<file path="config.mk">
export PLATFORM = sky130hd
export DESIGN_NAME = gec_slot_reduce
export DESIGN_NICKNAME = d
export VERILOG_FILES = /design/src/rtl/greedy_element_coloring_top_macros.svh /design/src/rtl/gec_pkg.sv /design/src/rtl/gec_slot_reduce.sv
export SDC_FILE = /design/constraint.sdc
export NUM_CORES = 1
export LEC_CHECK = 0
export BUFFER_PORTS_ARGS = -buffer_cell sky130_fd_sc_hd__buf_2
export CAP_MARGIN = 40
export CORE_AREA = 2 2 39 41
export CTS_CLUSTER_SIZE = 10
export DETAILED_ROUTE_END_ITERATION = 8
export DIE_AREA = 0 0 41 43
export GPL_TIMING_DRIVEN = 0
export HOLD_SLACK_MARGIN = 0.15
export PLACE_DENSITY = 0.66
export SYNTH_ARGS = -nofsm -noshare
export SYNTH_HDL_FRONTEND = slang
export SYNTH_SLANG_ARGS = --single-unit
</file>
<file path="constraint.sdc">
create_clock -name clk -period 0.8 [get_ports clk]
set_input_delay 0.16 -clock clk [delete_from_list [all_inputs] [get_ports clk]]
set_output_delay 0.16 -clock clk [all_outputs]
set_load 0.05 [all_outputs]
</file>
<file path="src/rtl/greedy_element_coloring_top_macros.svh">
// Assertion macros for the greedy element coloring block.
// Used by modules that check their own control logic; needs clk and rst_n in scope.
`ifndef GREEDY_ELEMENT_COLORING_TOP_MACROS_SVH
`define GREEDY_ELEMENT_COLORING_TOP_MACROS_SVH

// same-cycle implication
`define GEC_ASSERT_NOW(lbl, ante, cons, msg) \
  lbl: assert property (@(posedge clk) disable iff (!rst_n) (ante) |-> (cons)) else $error(msg);

// next-cycle implication
`define GEC_ASSERT_NEXT(lbl, ante, cons, msg) \
  lbl: assert property (@(posedge clk) disable iff (!rst_n) (ante) |=> (cons)) else $error(msg);

`endif

</file>
<file path="src/rtl/gec_pkg.sv">
// Shared types and constants for the greedy element coloring block.
// No dependencies; imported by every module of the block.
package gec_pkg;

  localparam int NODE_W     = 12;
  localparam int TOTAL_W    = 4;
  localparam int COLOR_W    = 4;
  localparam int USED_W     = 5;
  localparam int MAX_NODES  = 8;
  localparam int IN_DATA_W  = 104;
  localparam int OUT_DATA_W = 16;

  typedef logic [MAX_NODES-1:0][NODE_W-1:0] node_vec_t;

  typedef enum logic [2:0] {
    ST_CLEAR,
    ST_IDLE,
    ST_RED1,
    ST_RED2,
    ST_READ,
    ST_PICK,
    ST_WRITE,
    ST_DONE
  } gec_state_t;

  typedef struct packed {
    logic en;
    logic we;
  } mem_ctl_t;

  typedef struct packed {
    logic [USED_W-1:0]  colors_used;
    logic               overflow;
    logic [COLOR_W-1:0] color;
  } res_t;

endpackage

</file>
<file path="src/rtl/gec_slot_reduce.sv">
// Two-stage reduction of a node index modulo the node count.
// Depends on gec_pkg; reciprocal multiply, then back-multiply and one correction.
module gec_slot_reduce #(
  parameter int NUM_NODES = 4096
) (
  input  logic                      clk,
  input  logic [gec_pkg::NODE_W-1:0] raw,
  output logic [gec_pkg::NODE_W-1:0] slot
);
  import gec_pkg::*;

  localparam int SHIFT   = 2 * NODE_W;
  localparam int RECIP   = (1 << SHIFT) / NUM_NODES;
  localparam int PROD_W  = SHIFT + NODE_W - 2;
  localparam int QUOT_W  = PROD_W - SHIFT;

  logic [PROD_W-1:0] prod;
  logic [QUOT_W-1:0] quot_r;
  logic [NODE_W-1:0] raw_q_r;
  logic [31:0]       back;
  logic [NODE_W-1:0] rem;
  logic [NODE_W-1:0] slot_r;

  assign prod = PROD_W'(raw) * PROD_W'(RECIP);

  always_ff @(posedge clk) begin
    quot_r  <= prod[PROD_W-1:SHIFT];
    raw_q_r <= raw;
  end

  assign back = 32'(quot_r) * 32'(NUM_NODES);
  assign rem  = raw_q_r - back[NODE_W-1:0];

  always_ff @(posedge clk) begin
    if (32'(rem) >= 32'(NUM_NODES)) begin
      slot_r <= rem - NODE_W'(NUM_NODES);
    end else begin
      slot_r <= rem;
    end
  end

  assign slot = slot_r;

endmodule

</file>
Word level (Yosys, flattened, before mapping)
Index checks and enable logic that the tools add are counted.
{ "op_classes": {"addsub": 0, "multipliers": 0, "div": 0, "n_lt_le_gt_ge": 0, "n_eq_ne": 0, "n_shift": 0, "mux": 0, "n_bitwise": 0, "reduce_logical": 0} }
{ "word_totals": {"register_bits": 24, "latch_bits": 0, "ramBits": 0, "romBits": 0, "inputBits": 13, "word_cells": 2, "mem_count": 0} }

Depth between registers and ports, before layout
{ "logic_depth": {"ltp_word": 0, "mapped_depth": 0, "ltp_nobuf": 0} }

Least setup slack after synthesis
No wires, ideal clock.
{ "synth_timing": {"path_kind": "flip-flop to output port", "from": "reg slot_r[0], in the netlist slot[0]", "to": "out slot[0] (netlist bit)", "arrival_ns": 0.587, "path_slack_ns": 0.053, "path_stages_with_launch": 1, "cell_sequence": "dfxtp_1"} }
{ "synth_rtl": {"columns": ["item", "line", "rtl"], "rows": [
  ["start: declaration", "gec_slot_reduce.sv:22", "logic [NODE_W-1:0] slot_r;"],
  ["start signal: assignment", "gec_slot_reduce.sv:36", "slot_r <= rem - NODE_W'(NUM_NODES);"],
  ["start signal: assignment", "gec_slot_reduce.sv:38", "slot_r <= rem;"],
  ["end: declaration", "gec_slot_reduce.sv:8", "output logic [gec_pkg::NODE_W-1:0] slot"]
]} }
No word-level cell between the ends.

Final worst setup path
{ "layout_timing": {"from": "reg slot_r[0], in the netlist slot[0]", "to": "out slot[0] (netlist bit)"} }
No word-level cell between the ends.

==> summary.md <==
| Metric | Value |
|---|---|
| Crit. End Element | output port |
| Outcome | finished, violations left |
| HP Class | reg2reg |
| Nets | 78 |
| Gr busiest metal | met2 |
| Die W | 41 µm |
| First DRT Iteration DRCs | 6 |
| Crit path max-delay cell type | dfxtp_2 |
| Syn_nets | 37 |
| Total power draw | 2.03 mW |
| Final Hold Viols | 0 |
| Initial Utilization | roughly a third |
| Final wirelength | 728 µm |
| Vert. Die Dim | 43 µm |
| DR pass1 iterations | 2 |
| GRT Total Usage | a little over 10% |
| Synth Warn # | 0 |
| Post-synth EDFFs | 0 |
| Final setup fails | 12 |
| Worst reg-to-reg path cell count | 0 |
| Crit. path cell count | 1 |
| Worst-Skew Late Latency | 0.29 ns |
| Initial antenna violation count | 0 |
| Cell row count | 14 |
| Crit-path cells | buf_8 |
| Area delta synth->final | 84.6% |
| Top area cells in the synthesized netlist | dfxtp_1 (100%) |
| Worst-path clk slew | 0.11 ns |
| CTS Buf Count | 3 |
| Crit path max-delay family | flip-flops |
| Tcrit/Tclk final | 118% |
| I/O pin total | 25 |
| Number of global-route vias before repair | 299 |
| Skew final | slightly above 0.0002 ns |
| Layout Cells excl Fill | 79 |
| Crit path time final | 0.941 ns |
| Met3 Use GR | 6.28% |
| Critical path buffer and inverter count | 1 |
| Leakage power | around 0.4 nW |
| Crit path launch type | register |
| Post-synth ARST share | 0% |
| Clock Tree Buf Depth | 2 |
| Max transition margin | 92.6% |
| Met1 track demand over resource | under 10% |
| GPL Wtd Cong | between 0.5 and 0.6 |
| Failing checks | negative setup slack |
| CTS root buf | clkbuf_4 |
| Worst endpoint data arrival time | 0.78 ns |
| Most numerous cell in the Yosys netlist | dfxtp_1 |
| Routed vias | ~300 |
| Ys flop type | dfxtp_1 |
| GR Util met2 | 18.8% |
| Sequential cell area | 495 µm² |
| Syn Area/Cell | ~20 µm² |
| Syn Inst Count | 24 |
| Core area | 1380 µm² |
| Ratio of cells with drive above 1 in the final layout | 61.9% |
| Setup Buffers After CTS | 0 |
| Worst Hold Path Cells | 0 |
| Top post-synthesis cells by count | dfxtp_1 (24) |
| Cell Pwr Density | 2290 nW/µm² |
| Via/cell ratio | between 3 and 4 |
| Final setup margin | -0.141 ns |
| # DRC | 0 |
| WL/cell | 9.22 µm |
| Pin count of the biggest net entering global routing | 13 |
| Critical path fanouts, max | 1 |
| Detail Route Antenna Nets | 0 |
| Max stage delay on crit path | 0.35 ns |
| Fin. max-slew vios | 0 |
| Fill cells | 100 |
| Crit path kind | reg2out |
| Slew at the pin with the worst max-slew slack | 0.110 ns |
| # clock sinks | 24 |
| Maximum VDD drop | 1.76 mV |
| H-tree levels | 1 |
| Comb_multi_in | 0 |
| Cell variety after synth | 1 |
| Worst EP required | 0.64 ns |
| Flops & latches, synth | 24 |
| WHS | between 0.3 and 0.4 ns |
| Multi-input gate area | 0 µm² |
| Final core utilization | 64.1% |
| Post-synthesis sequential area ratio | 100% |
| Max Cap Viol | 0 |
| Port Buf Inserts | 24 |
| Die area | 1760 µm² |
| Placed Instances | 64 |
| Mapped Area | 480 µm² |
| N_diodes | 0 |
| Synth top area share | 100% |
| First-pass GRT wire length | 1.08 mm |
| Yosys top cell by area | dfxtp_1 |
| FMAX | 1060 MHz |
| Unrepaired setup endpoints after global routing | yes |
| CTS tree | yes |
| Grt ovf | 0 |
-- flip-flops by register name (all words and copies together), names as in the netlist --
| register | count |
|---|---|
| raw_q_r | 12 |
| slot | 12 |
-- final timing paths --
check	from	end	slack, ns
worst min register to register	raw_q_r[1]	slot[1]	0.33
worst max-delay path	slot[0]	slot[0]	-0.14
worst min-delay path	raw_q_r[1]	slot[1]	0.33
worst max register to register	raw_q_r[11]	slot[11]	0.39
-- cells by family after synthesis --
kind of cell / count (synthesis) / synth area share, %
flip-flops: 24 / 100
-- layer usage --
layer / routed length (µm) / up-vias
li1: - / 153
met1: 240 / 138
met2: 442 / 11
met4: 11 / 0
met3: 34 / 2
met5: 0 / -
-- metrics by stage --
step / TNS, ns / setup WS (ns) / cell area [µm²]
after global placement: 0 / 0.102 / 621
after global routing: -2.18 / -0.191 / 887
final: -1.63 / -0.141 / 887
after floorplan: 0 / 0.0527 / 480
after CTS: -1.78 / -0.153 / 861
after detailed placement: 0 / 0.103 / 621
-- placed cells by master, fill, tap and decap left out --
cell type | netlist | final
buf_2 | 0 | 12
buf_6 | 0 | 3
buf_8 | 0 | 9
clkbuf_4 | 0 | 3
dfxtp_1 | 24 | 12
dfxtp_2 | 0 | 12
dlygate4sd3_1 | 0 | 12
-- final cells by class --
type,count,area share (%)
clock buffer,3,2.54
sequential,24,55.9
tap,16,2.26
timing repair buffer,36,39.4
-- where the power goes --
part           internal, mW  leakage, nW  switching, mW  total (mW)
Clock                 0.175       0.0138          0.295       0.470
Combinational         0.136        0.182          0.137       0.273
Sequential             1.27        0.203         0.0242        1.29
Total                  1.58        0.399          0.456        2.03
-- what timing repair did --
item,4_1_cts,5_1_grt
hold buffers,12,0
setup endpoints to repair,12,12
hold endpoints to repair,12,0
resized for setup,38,7
Note: power is estimated with default switching activity, not from simulation.
