**src/rtl/greedy_element_coloring_top_macros.svh**
```systemverilog
// Assertion macros for the greedy element coloring block.
// Used by modules that check their own control logic; needs clk and rst_n in scope.
`ifndef GREEDY_ELEMENT_COLORING_TOP_MACROS_SVH
`define GREEDY_ELEMENT_COLORING_TOP_MACROS_SVH

// same-cycle implication
`define GEC_ASSERT_NOW(lbl, ante, cons, msg) \
  lbl: assert property (@(posedge clk) disable iff (!rst_n) (ante) |-> (cons)) else $error(msg);

// next-cycle implication
`define GEC_ASSERT_NEXT(lbl, ante, cons, msg) \
  lbl: assert property (@(posedge clk) disable iff (!rst_n) (ante) |=> (cons)) else $error(msg);

`endif

```
**src/rtl/gec_pkg.sv**
```systemverilog
// Shared types and constants for the greedy element coloring block.
// No dependencies; imported by every module of the block.
package gec_pkg;

  localparam int NODE_W     = 12;
  localparam int TOTAL_W    = 4;
  localparam int COLOR_W    = 4;
  localparam int USED_W     = 5;
  localparam int MAX_NODES  = 8;
  localparam int IN_DATA_W  = 104;
  localparam int OUT_DATA_W = 16;

  typedef logic [MAX_NODES-1:0][NODE_W-1:0] node_vec_t;

  typedef enum logic [2:0] {
    ST_CLEAR,
    ST_IDLE,
    ST_RED1,
    ST_RED2,
    ST_READ,
    ST_PICK,
    ST_WRITE,
    ST_DONE
  } gec_state_t;

  typedef struct packed {
    logic en;
    logic we;
  } mem_ctl_t;

  typedef struct packed {
    logic [USED_W-1:0]  colors_used;
    logic               overflow;
    logic [COLOR_W-1:0] color;
  } res_t;

endpackage

```
**src/rtl/gec_ctrl.sv**
```systemverilog
// Sequencer for greedy colouring: clearing pass, mask reads, colour pick, mask writes.
// Depends on gec_pkg and greedy_element_coloring_top_macros.svh.
module gec_ctrl #(
  parameter int NUM_NODES         = 4096,
  parameter int COLOR_LIMIT       = 16,
  parameter int NODES_PER_ELEMENT = 8,
  parameter int ADDR_W            = 12
) (
  input  logic                                            clk,
  input  logic                                            rst_n,
  input  logic                                            in_valid,
  output logic                                            in_ready,
  input  gec_pkg::node_vec_t                              nodes,
  input  logic [gec_pkg::TOTAL_W-1:0]                     node_total,
  output logic [NODES_PER_ELEMENT-1:0][gec_pkg::NODE_W-1:0] raw,
  input  logic [NODES_PER_ELEMENT-1:0][gec_pkg::NODE_W-1:0] slot,
  output gec_pkg::mem_ctl_t                               mem_ctl,
  output logic [ADDR_W-1:0]                               mem_addr,
  output logic [COLOR_LIMIT-1:0]                          mem_wdata,
  input  logic [COLOR_LIMIT-1:0]                          mem_rdata,
  output logic                                            res_valid,
  input  logic                                            res_ready,
  output gec_pkg::res_t                                   res
);
  import gec_pkg::*;
  `include "greedy_element_coloring_top_macros.svh"

  localparam int LANE_W = $clog2(NODES_PER_ELEMENT + 1);
  localparam int LIDX_W = $clog2(NODES_PER_ELEMENT);
  localparam int CIDX_W = $clog2(COLOR_LIMIT);
  localparam int TOT_W  = $clog2(COLOR_LIMIT + 1);

  gec_state_t state_r, state_nxt;

  logic [ADDR_W-1:0]      clr_r;
  logic [LANE_W-1:0]      idx_r;
  logic [LANE_W-1:0]      cnt_r;
  logic [LANE_W-1:0]      cnt_in;
  logic                   rd_pend_r;
  logic [LIDX_W-1:0]      rd_idx_r;
  logic [COLOR_LIMIT-1:0] mask_r [NODES_PER_ELEMENT];
  logic [CIDX_W-1:0]      chosen_r;
  logic                   found_r;
  logic [TOT_W-1:0]       total_r;
  logic [NODES_PER_ELEMENT-1:0][NODE_W-1:0] raw_r;

  logic [COLOR_LIMIT-1:0] taken;
  logic [CIDX_W-1:0]      pick_idx;
  logic                   pick_found;
  logic [TOT_W-1:0]       pick_next;
  logic [COLOR_LIMIT-1:0] bit_mask;
  logic                   rd_issue;
  logic [LIDX_W-1:0]      lane;

  assign in_ready = (state_r == ST_IDLE);
  assign raw      = raw_r;
  assign cnt_in   = (node_total > TOTAL_W'(NODES_PER_ELEMENT)) ?
                    LANE_W'(NODES_PER_ELEMENT) : LANE_W'(node_total);
  assign lane     = idx_r[LIDX_W-1:0];
  assign rd_issue = (state_r == ST_READ) && (idx_r < cnt_r);
  assign bit_mask = COLOR_LIMIT'(1) << chosen_r;

  always_comb begin
    taken = '0;
    for (int l = 0; l < NODES_PER_ELEMENT; l++) begin
      if (LANE_W'(l) < cnt_r) begin
        taken = taken | mask_r[l];
      end
    end
    pick_idx   = '0;
    pick_found = 1'b0;
    for (int c = COLOR_LIMIT - 1; c >= 0; c--) begin
      if (!taken[c]) begin
        pick_idx   = CIDX_W'(c);
        pick_found = 1'b1;
      end
    end
    pick_next = TOT_W'(pick_idx) + TOT_W'(1);
  end

  always_comb begin
    state_nxt = state_r;
    unique case (state_r)
      ST_CLEAR: begin
        if (clr_r == ADDR_W'(NUM_NODES - 1)) begin
          state_nxt = ST_IDLE;
        end
      end
      ST_IDLE: begin
        if (in_valid) begin
          state_nxt = ST_RED1;
        end
      end
      ST_RED1: state_nxt = ST_RED2;
      ST_RED2: state_nxt = ST_READ;
      ST_READ: begin
        if (idx_r == cnt_r) begin
          state_nxt = ST_PICK;
        end
      end
      ST_PICK: begin
        if (pick_found && (cnt_r != '0)) begin
          state_nxt = ST_WRITE;
        end else begin
          state_nxt = ST_DONE;
        end
      end
      ST_WRITE: begin
        if (idx_r == cnt_r - LANE_W'(1)) begin
          state_nxt = ST_DONE;
        end
      end
      ST_DONE: begin
        if (res_ready) begin
          state_nxt = ST_IDLE;
        end
      end
      default: state_nxt = ST_IDLE;
    endcase
  end

  always_comb begin
    mem_ctl   = '0;
    mem_addr  = '0;
    mem_wdata = '0;
    res_valid = 1'b0;
    unique case (state_r)
      ST_CLEAR: begin
        mem_ctl.en = 1'b1;
        mem_ctl.we = 1'b1;
        mem_addr   = clr_r;
      end
      ST_READ: begin
        mem_ctl.en = rd_issue;
        mem_addr   = ADDR_W'(slot[lane]);
      end
      ST_WRITE: begin
        mem_ctl.en = 1'b1;
        mem_ctl.we = 1'b1;
        mem_addr   = ADDR_W'(slot[lane]);
        mem_wdata  = mask_r[lane] | bit_mask;
      end
      ST_DONE: res_valid = 1'b1;
      default: ;
    endcase
  end

  assign res.color       = COLOR_W'(chosen_r);
  assign res.overflow    = !found_r;
  assign res.colors_used = USED_W'(total_r);

  always_ff @(posedge clk) begin
    if (!rst_n) begin
      state_r   <= ST_CLEAR;
      clr_r     <= '0;
      idx_r     <= '0;
      cnt_r     <= '0;
      rd_pend_r <= 1'b0;
      found_r   <= 1'b0;
      total_r   <= '0;
    end else begin
      state_r   <= state_nxt;
      rd_pend_r <= rd_issue;
      if (state_r == ST_CLEAR) begin
        clr_r <= clr_r + ADDR_W'(1);
      end
      if (in_valid && in_ready) begin
        cnt_r <= cnt_in;
      end
      if ((state_r == ST_RED2) || (state_r == ST_PICK)) begin
        idx_r <= '0;
      end else if ((state_r == ST_READ) || (state_r == ST_WRITE)) begin
        idx_r <= idx_r + LANE_W'(1);
      end
      if (state_r == ST_PICK) begin
        found_r <= pick_found;
        if (pick_found && (pick_next > total_r)) begin
          total_r <= pick_next;
        end
      end
    end
  end

  always_ff @(posedge clk) begin
    rd_idx_r <= lane;
    if (in_valid && in_ready) begin
      for (int l = 0; l < NODES_PER_ELEMENT; l++) begin
        raw_r[l] <= nodes[l];
      end
    end
    if (rd_pend_r) begin
      mask_r[rd_idx_r] <= mem_rdata;
    end
    if (state_r == ST_PICK) begin
      chosen_r <= pick_idx;
    end
  end

  `GEC_ASSERT_NOW(a_we_phase, mem_ctl.we, (state_r == ST_CLEAR) || (state_r == ST_WRITE), "mask write outside clear or write phase")
  `GEC_ASSERT_NEXT(a_accept_red, in_valid && in_ready, state_r == ST_RED1, "accepted item did not start reduction")
  `GEC_ASSERT_NOW(a_ovf_zero, res_valid && res.overflow, res.color == '0, "overflow result with non-zero colour")
  `GEC_ASSERT_NOW(a_write_found, state_r == ST_WRITE, found_r && (idx_r < cnt_r), "mask write without a free colour")

endmodule

```
**config.mk**
```make
export PLATFORM = sky130hd
export DESIGN_NAME = gec_ctrl
export DESIGN_NICKNAME = d
export VERILOG_FILES = /design/src/rtl/gec_pkg.sv /design/src/rtl/gec_ctrl.sv
export VERILOG_INCLUDE_DIRS = /design/src /design/src/rtl
export SDC_FILE = /design/constraint.sdc
export NUM_CORES = 1
export LEC_CHECK = 0
export ABC_CLOCK_PERIOD_IN_PS = 9700
export BUFFER_PORTS_ARGS = -buffer_cell sky130_fd_sc_hd__buf_2
export CELL_PAD_IN_SITES_DETAIL_PLACEMENT = 1
export CELL_PAD_IN_SITES_GLOBAL_PLACEMENT = 2
export CORE_MARGIN = 1
export CORE_UTILIZATION = 38
export CTS_CLUSTER_DIAMETER = 40
export DETAILED_ROUTE_END_ITERATION = 8
export GPL_ROUTABILITY_DRIVEN = 0
export PLACE_DENSITY_LB_ADDON = 0.25
export SLEW_MARGIN = 20
export SYNTH_ARGS = -nofsm -noshare
export SYNTH_HDL_FRONTEND = slang
export SYNTH_SLANG_ARGS = --single-unit
```
**constraint.sdc**
```tcl
create_clock -name clk -period 9.7 [get_ports clk]
set_clock_uncertainty 0.1 [all_clocks]
set_input_delay 1.94 -clock clk [delete_from_list [all_inputs] [get_ports clk]]
set_output_delay 1.94 -clock clk [all_outputs]
set_load 0.03 [all_outputs]
```
-- Word-level counts from Yosys, hierarchy flattened
Memories as Yosys holds them, arrays and structs flattened. A register that Yosys moved wholly into a read port is not among the register bits.
Index checks and enable logic that the tools add are counted.
- add/sub/neg operators: 4
- $lt $le $gt $ge: 12
- equal/unequal tests: 15
- shifts and indexed selects: 1
- mux-type cells: 59
- bitwise operators: 9
- reduce and logical (&&, ||, !) cells: 14
- operators by type and width (kind ; number):
    $mux W16 ; 9
    $or A16 B16 Y16 ; 8
    $mux W4 ; 17
    $bmux W12 S3 ; 1
    $pmux W12 S2 ; 1
    $pmux W3 S8 ; 1
    $mux W1 ; 21
    $mux W3 ; 7
    $lt A3 B4 Y1 const A ; 4
    $shl A1 B4 Y16 const A ; 1
    $add A12 B1 Y12 const B ; 1
    $eq A12 B12 Y1 const B ; 1
    $eq A3 B3 Y1 const B ; 4
    $mux W12 ; 1
    $ne A2 B2 Y1 const B ; 5
    $eq A4 B4 Y1 ; 2
    $lt A1 B4 Y1 const A ; 2
    $lt A2 B4 Y1 const A ; 2
    $eq A3 B2 Y1 const B ; 2
    $reduce_or A2 Y1 ; 3
    $add A4 B1 Y5 const B ; 1
    $gt A5 B5 Y1 ; 1
    $reduce_and A5 Y1 ; 1
    $add A4 B1 Y4 const B ; 1
    13 further kinds ; 17
- register bits: 133
- bits in writable memories: 128
- input port bits: 216
- memories: 1
- memory list (memory ; depth ; width ; rd ports ; clocked after memory_dff ; write ports ; line ; source):
    mask_r ; 8 ; 16 ; 9 ; 1 ; 1 ; gec_ctrl.sv:41 ; logic [COLOR_LIMIT-1:0] mask_r [NODES_PER_ELEMENT];

-- Logic depth before layout (Yosys ltp)
Gate-level depths: netlist of the first run.
- depth in word-level cells: 36
- mapped depth: 22

-- Least setup slack after synthesis of the first run
No wires, ideal clock.
- path kind: input -> output
- from: input port slot[61] (netlist bit)
- to: output port mem_addr[1]
- data arrival time: 2912 ps
- slack: 4748 ps
- cell stages on the path: 3
- path through: mux4_2 mux2i_1 o21ai_0
- word-level cells in the longest chain between the ends: 3
- RTL lines (element ; line ; source):
    start: declaration ; gec_ctrl.sv:16 ; input logic [NODES_PER_ELEMENT-1:0][gec_pkg::NODE_W-1:0] slot,
    $bmux W12 S3 ; gec_ctrl.sv:135, gec_ctrl.sv:140 ;
    $mux W12 (implied by the code) ; gec_ctrl.sv:135, gec_ctrl.sv:140 ;
    $pmux W12 S2 ; gec_ctrl.sv:127 ; unique case (state_r)
    end: declaration ; gec_ctrl.sv:18 ; output logic [ADDR_W-1:0] mem_addr,
No other way between the ends. The select of a mux whose other input is x is not followed.

-- Worst setup path after layout of the first run
- from: register cnt_r[1]
- to: register total_r[4]
- word-level cells in the longest chain between the ends: 36
- elaborated cells on any way between the ends: 59
- RTL lines (element ; line ; source):
    start: declaration ; gec_ctrl.sv:37 ; logic [LANE_W-1:0] cnt_r;
    start signal: assignment ; gec_ctrl.sv:168 ; cnt_r <= cnt_in;
    $lt A1 B4 Y1 ; gec_ctrl.sv:66 ; if (LANE_W'(l) < cnt_r) begin
    $mux W16 ; gec_ctrl.sv:66 ;
    $or A16 B16 Y16 ; gec_ctrl.sv:67 ; taken = taken | mask_r[l];
    $mux W16 ; gec_ctrl.sv:66 ;
    $or A16 B16 Y16 ; gec_ctrl.sv:67 ;
    $mux W16 ; gec_ctrl.sv:66 ;
    $or A16 B16 Y16 ; gec_ctrl.sv:67 ;
    $mux W16 ; gec_ctrl.sv:66 ;
    [8 not listed] ; - ;
    $mux W4 (15 in a row) ; gec_ctrl.sv:73 ; if (!taken[c]) begin
    $mux W4 (*) ; gec_ctrl.sv:73 ;
    named net pick_idx[1] ; gec_ctrl.sv:48 ; logic [CIDX_W-1:0] pick_idx;
    $add A4 B1 Y5 (*) ; gec_ctrl.sv:78 ; pick_next = TOT_W'(pick_idx) + TOT_W'(1);
    named net pick_next[1] ; gec_ctrl.sv:50 ; logic [TOT_W-1:0] pick_next;
    $gt A5 B5 Y1 (*) ; gec_ctrl.sv:177 ; if (pick_found && (pick_next > total_r)) begin
    $logic_and A1 B1 Y1 (*) ; gec_ctrl.sv:177 ;
    $reduce_and A2 Y1 (no line) (*) ; - ;
    end signal: assignment ; gec_ctrl.sv:178 ; total_r <= pick_next;
    end: declaration ; gec_ctrl.sv:44 ; logic [TOT_W-1:0] total_r;
Mark *: on every way through the listed nets, which the timed path passes. The rest lies on a longest branch.
A chain may end at the register's enable or synchronous reset.

==> impl_results.md, run 1 <==
* Critical path data required time at 9.97 ns
* Sink Count at 264
* Synth area leader: edfxtp_1
* Antenna violations before repair at 3
* I/O Buffers at 353
* Worst-Skew Late Latency at 0.52 ns
* Register area share after synthesis at 62.45%
* Reg clk slew, reported paths at 0.06 ns
* Top_reg_cell synth: edfxtp_1
* H-tree depth at 2
* Post-synthesis register bit count at 264
* First-pass GRT wire length at 59930 µm
* Post-CTS setup repair buffer count at 0
* Core area at 0.03147 mm²
* Via Count at 9149
* Top cell type's share of synthesized area at 56.51%
* Peak VDD IR at 218.9 µV
* CP arrival at 6.29 ns
* Root buf cell: clkbuf_16
* Crit path max fanout at 19
* Max-cap violations at 0
* Worst-Margin Slew at 1.097 ns
* Num CTS Buffers at 41
* Critical Path Sink Type: flop
* Final nets at 1444
* Storage element area at 0.007570 mm²
* Hold Path Origin: idx_r[1]$_SDFFE_PP0N_
* Ys Warns at 0
* Final hold violations at 0
* DRT iter0 DRCs at 657
* Hold Path Class: flop to flop
* Num rows at 65
* Final Total Pwr at 3.344 mW
* Hold Path End: rd_idx_r[1]$_DFF_P_
* Initial core utilization at 38.50%
* Synthesized area at 0.01212 mm²
* Synth Instances at 840
* Die area at 0.03260 mm²
* Syn Area/Cell at 14.42 µm²
* Highest clock rate at 0.1661 GHz
* R2R depth at 19
* Global Route Usage Sum at 24.47%
* Routed len/inst at 24.29 µm
* Commonest non-fill, non-tap cell in the layout: buf_2
* Async set-reset flop share out of synthesis at 0%
* Multi-input gate area at 0.004243 mm²
* Largest net degree at the start of global routing at 80
* Fin. max-slew vios at 0
* Reg2reg end: total_r[4]$_SDFFE_PN0P_
* Rel. slew slack at 26.80%
* Syn nets at 1072
* Setup TNS at 0 ns
* Final-layout fill cell count at 3262
* EDFF count, synth at 228
* Leakage at 5.851 nW
* Residual DRC count at 0
* Post-synth cell types at 72
* Power Density at 212.1 mW/mm²
* Clock buffer depth at 3
* Status: complete, no violations
* Number of global-route vias before repair at 9655
* Global route overflow at 0
* Hold Crit Depth at 0
* Die H at 180.6 µm
* RSZ-0062 raised after global routing: no
* IO Count at 354
* Iteration count of the initial detailed-routing pass at 7
* Cts repair resizes at 0
* CP startpoint kind: flop
* DRT Wirelength at 40080 µm
* Synth top area cells: edfxtp_1, mux4_2, dfxtp_1, mux2i_1, nand2_1
* Minimum clock period at 6.021 ns
* Area growth from synthesis to layout at 30.14%
* DIE WIDTH at 180.6 µm
* Final setup vio count at 0
* Post-CTS Hold Buffers at 0
* Detail Route Antenna Nets at 0
* Reg2Reg Setup Slack at 3.68 ns
* Post-detail-place hpwl at 28830 µm
* CTS tree: yes
* Share of cells above drive strength 1 at 41.53%
* Reg2Reg Launch Point: cnt_r[1]$_SDFFE_PN0P_
* Most frequent cells in the layout: buf_2, edfxtp_1, nand2_1, nor2_1, mux4_2
* Critical path class: flop to flop
* Tcrit/Tclk final at 62.08%
* Via/cell ratio at 5.545
how the worst max path moves through the flow:
stage	start	end	slack, ns
after global routing	cnt_r[1]$_SDFFE_PN0P_	total_r[4]$_SDFFE_PN0P_	3.28
after detailed placement	cnt_r[1]$_SDFFE_PN0P_	total_r[1]$_SDFFE_PN0P_	3.73
final	cnt_r[1]$_SDFFE_PN0P_	total_r[4]$_SDFFE_PN0P_	3.68
after CTS	cnt_r[1]$_SDFFE_PN0P_	total_r[4]$_SDFFE_PN0P_	3.69
after global placement	cnt_r[1]$_SDFFE_PN0P_	total_r[4]$_SDFFE_PN0P_	3.88
after floorplan	slot[61]	mem_addr[1]	4.75
final cells by class:
| type | count | area share [%] |
|---|---|---|
| inverters | 29 | 0.6982 |
| repair buffers | 371 | 12.06 |
| clock inverters | 30 | 2.333 |
| multi-input cells | 505 | 26.91 |
| well taps | 402 | 3.190 |
| flip-flops and latches | 264 | 48.00 |
| clock buffers | 46 | 6.760 |
| diodes | 3 | 0.04761 |
worst max-delay path, stage by stage (launching register included):
cell	delay, ns
dfxtp_1	0.60
inv_1	0.30
ha_1	0.66
inv_2	0.28
a221o_1	0.40
or3_1	0.35
a221o_1	0.31
a211oi_1	0.20
a31oi_1	0.10
a211oi_1	0.47
ha_1	0.35
ha_1	0.35
nor2b_1	0.15
o21a_1	0.11
o21ai_0	0.07
nand2b_1	0.08
a21oi_1	0.10
a2111oi_4	0.60
mux2i_1	0.26
nor2_1	0.05
layer usage:
layer	vias to the layer above	part of all wire, %	GRT usage, %	wire [µm]
met3	60	7.4	5.679	2966
met5	-	0	0	0
met1	4606	43	32.48	17060
met2	382	48	40.19	19290
met4	0	1.9	6.803	765
li1	4101	-	-	-
stage by stage:
| stage | area (µm²) | std cells | worst slack [ns] | utilization, % | hold WS (ns) |
|---|---|---|---|---|---|
| floorplan | 12120 | 840 | 4.748 | - | 0.2540 |
| global placement | 14330 | 1571 | 3.885 | 45.52 | 0.3189 |
| detailed placement | 14330 | 1571 | 3.735 | 45.52 | 0.3068 |
| CTS | 15760 | 1647 | 3.686 | 50.08 | 0.3264 |
| global route | 15770 | 1649 | 3.280 | 50.09 | 0.3432 |
| finish | 15770 | 1650 | 3.679 | 50.10 | 0.3265 |
where the power goes:
part | switching (mW) | internal [mW] | total [mW] | leakage, nW
combinational | 0.336 | 0.164 | 0.499 | 2.82
sequential | 0.0331 | 1.31 | 1.34 | 2.34
clock | 0.556 | 0.948 | 1.50 | 0.691
cells by family after synthesis:
| family | count (synthesis) | share of synthesized area (%) |
|---|---|---|
| DFF | 264 | 62.45 |
| and+or+nand+nor | 213 | 8.788 |
| AOI/OAI and AO/OA | 171 | 10.17 |
| muxes | 88 | 13.05 |
| buffers and inverters | 71 | 2.654 |
| xor gates and xnor gates | 17 | 1.229 |
| adders and majority gates | 16 | 1.652 |
cell usage after synthesis, types with 4 or more instances:
cell type and count:
a221oi_1 4, nor2b_1 8, nor4_1 5, a2111oi_0 4, a22oi_1 6, a211oi_1 4
and2_1 5, nand3_1 15, nor3_1 15, o21a_1 4, mux4_2 56, or3_1 6
xnor2_1 6, inv_1 27, buf_2 5, mux2i_1 32, o31ai_1 13, buf_1 8
nand2b_1 10, a22o_1 4, a221o_1 17, xor2_1 11, ha_1 16, a21oi_1 38
nand2_1 59, nand4_1 8, o21ai_0 35, dfxtp_1 36, nor2_1 57, buf_6 5
edfxtp_1 228, nand3b_1 5, clkbuf_1 21, o2111ai_1 8
sequential cells by signal, indices dropped and copies added, names as in the netlist, named ones only:
| signal | count |
|---|---|
| chosen_r | 4 |
| clr_r | 12 |
| cnt_r | 4 |
| found_r | 1 |
| idx_r | 4 |
| mask_r | 128 |
| raw | 96 |
| rd_idx_r | 3 |
| rd_pend_r | 1 |
| state_r | 3 |
| total_r | 5 |
Note: power is estimated with default switching activity, not from simulation.
==> run 2: changes to the inputs <==
Settings changed: ABC_CLOCK_PERIOD_IN_PS 9700 to 5800, CORE_UTILIZATION 38 to 35.
Clock period 9.7 ns to 5.8 ns, I/O delays scaled along.
==> run 2 against run 1 <==
Critical path depth stayed put. Register-to-register slack got worse by 3.1 ns. Cell count increased by 3.3%. Sequential power increased by 67%.
==> impl_results.md, run 2 (same netlist as run 1, synthesis figures left out) <==
* Slowest stage delay, CP at 0.57 ns
* Tcrit/Tclk final at 90.76%
* Most frequent cells in the layout: buf_2, edfxtp_1, nand2_1, nor2_1, mux4_2
* Post-detail-place hpwl at 30160 µm
* Post-CTS setup repair buffer count at 0
* Critical path class: flop to flop
* Share of cells above drive strength 1 at 41.82%
* CTS tree: yes
* Number of global-route vias before repair at 9522
* Global Route Usage Sum at 22.79%
* Root buf cell: clkbuf_16
* H-tree depth at 2
* Iteration count of the initial detailed-routing pass at 5
* Status: complete, no violations
* Met3 GRT Util at 5.746%
* Antenna violations before repair at 5
* Via/cell ratio at 5.364
* Reg clk slew, reported paths at 0.05 ns
* CP dominant cell by count: ha_1
* DIE WIDTH at 188.1 µm
* Reg2Reg Launch Point: cnt_r[1]$_SDFFE_PN0P_
* Crit path max fanout at 10
* Power Density at 345.4 mW/mm²
* DRT Wirelength at 40510 µm
* Die area at 0.03537 mm²
* Final Total Pwr at 5.457 mW
* Peak VDD IR at 267.0 µV
* Residual DRC count at 0
* Crit path max-delay cell type: a2111oi_4
* Hold Path Origin: found_r$_SDFFE_PN0P_
* WP buf/inv at 2
* Via Count at 9141
* Max FFs per register at 128
* Most Used Layer, Global Route: met2
* Worst-Skew Late Latency at 0.56 ns
* Commonest non-fill, non-tap cell in the layout: buf_2
* First-pass GRT wire length at 59870 µm
* Area growth from synthesis to layout at 30.39%
* Worst-Margin Slew at 1.079 ns
* Num CTS Buffers at 43
* Cell Chain, Critical Path: inv_1 -> ha_1 -> inv_2 -> a221o_1 -> or3_1 -> a221o_1 -> a211oi_1 -> a31oi_1 -> a211oi_1 -> ha_1 -> ha_1 -> nor2b_1 -> o21a_1 -> o21ai_0 -> nand2b_1 -> a21oi_1 -> a2111oi_4 -> mux2i_1 -> nor2_1
* Clock buffer depth at 3
* Num rows at 67
* RSZ-0062 raised after global routing: no
* Global route overflow at 0
* M1 GR Usage at 29.95%
* Sink Count at 264
* Worst Setup SP: cnt_r[1]$_SDFFE_PN0P_
* Highest clock rate at 0.1900 GHz
* Most flop-heavy register: mask_r
* Hold Path Class: flop to flop
* DRT iter0 DRCs at 576
* Core area at 0.03378 mm²
* Fin. max-slew vios at 0
* Leakage at 5.851 nW
* Max-cap violations at 0
* Die H at 188.1 µm
* CP startpoint kind: flop
* Routed len/inst at 23.77 µm
* Largest net degree at the start of global routing at 41
* Post-Place Cells at 1623
* Post-CTS Hold Buffers at 0
* Critical path data required time at 6.10 ns
* IO Count at 354
* Post-route insts no fill at 1704
* Final hold violations at 0
* Critical Path Sink Type: flop
* Setup TNS at 0 ns
* CP top delay family: compound AO/OA/AOI/OAI gates
* Cts repair resizes at 0
* Rel. slew slack at 28.00%
* Detail Route Antenna Nets at 0
* Met2 usage at 36.59%
* Minimum clock period at 5.264 ns
* Final nets at 1452
* I/O Buffers at 353
* Initial core utilization at 35.87%
* Final setup vio count at 0
* CP arrival at 5.57 ns
==> run 2: changes by cell type in the layout (fill, tap and decap cells not counted) <==
cell,previous run,this run
clkbuf_16,42,43
clkbuf_1,4,5
inv_6,5,6
inv_8,3,0
clkinv_2,5,10
inv_4,0,1
bufinv_16,5,1
buf_12,0,1
buf_4,18,23
==> run 2: report_power, final <==
group,leakage (nW),internal (mW),total (mW),switching [mW]
registers,2.34,2.19,2.24,0.0545
logic,2.85,0.282,0.842,0.560
clock network,0.658,1.43,2.37,0.945
total,5.85,3.90,5.46,1.56
==> run 2: per-stage QoR <==
stage | hold WS (ns) | setup slack, ns | cell area [µm²] | util, %
3_5_place_dp | 0.3892 | 0.5255 | 14440 | 42.75
6_report | 0.4071 | 0.5359 | 15800 | 46.76
2_1_floorplan | 0.2540 | 1.291 | 12120 | -
4_1_cts | 0.4021 | 0.5098 | 15790 | 46.74
3_3_place_gp | 0.3826 | 0.6845 | 14440 | 42.75
5_1_grt | 0.4385 | 0.1259 | 15800 | 46.76
==> run 2: tightest hold or removal path, stage by stage, from the launching register on <==
cell and delay, ns:
dfxtp_1 0.33, a21oi_1 0.07, nor2_1 0.07
==> run 2: routing by layer <==
metal  vias up  routed length (µm)
li1       4124                   -
met5         -                  23
met2       345               19360
met4         4                 860
met3        52                2766
met1      4616               17500
==> run 2: area by class of cell <==
class,instances,area (µm²)
inverter,29,110.1
timing repair buffer,377,1959
clock buffer,48,1095
fill,3541,17980
tap,448,560.5
clock inverter,30,254.0
antenna,3,7.507
sequential,264,7570
multi-input combinational,505,4243
==> run 2: worst paths after layout <==
| kind | to | slack, ns | cells past startpoint |
|---|---|---|---|
| hold reg to reg | found_r$_SDFFE_PN0P_ | 0.41 | 2 |
| hold / removal | found_r$_SDFFE_PN0P_ | 0.41 | 2 |
| setup reg to reg | total_r[4]$_SDFFE_PN0P_ | 0.54 | 19 |
| setup / recovery | total_r[4]$_SDFFE_PN0P_ | 0.54 | 19 |
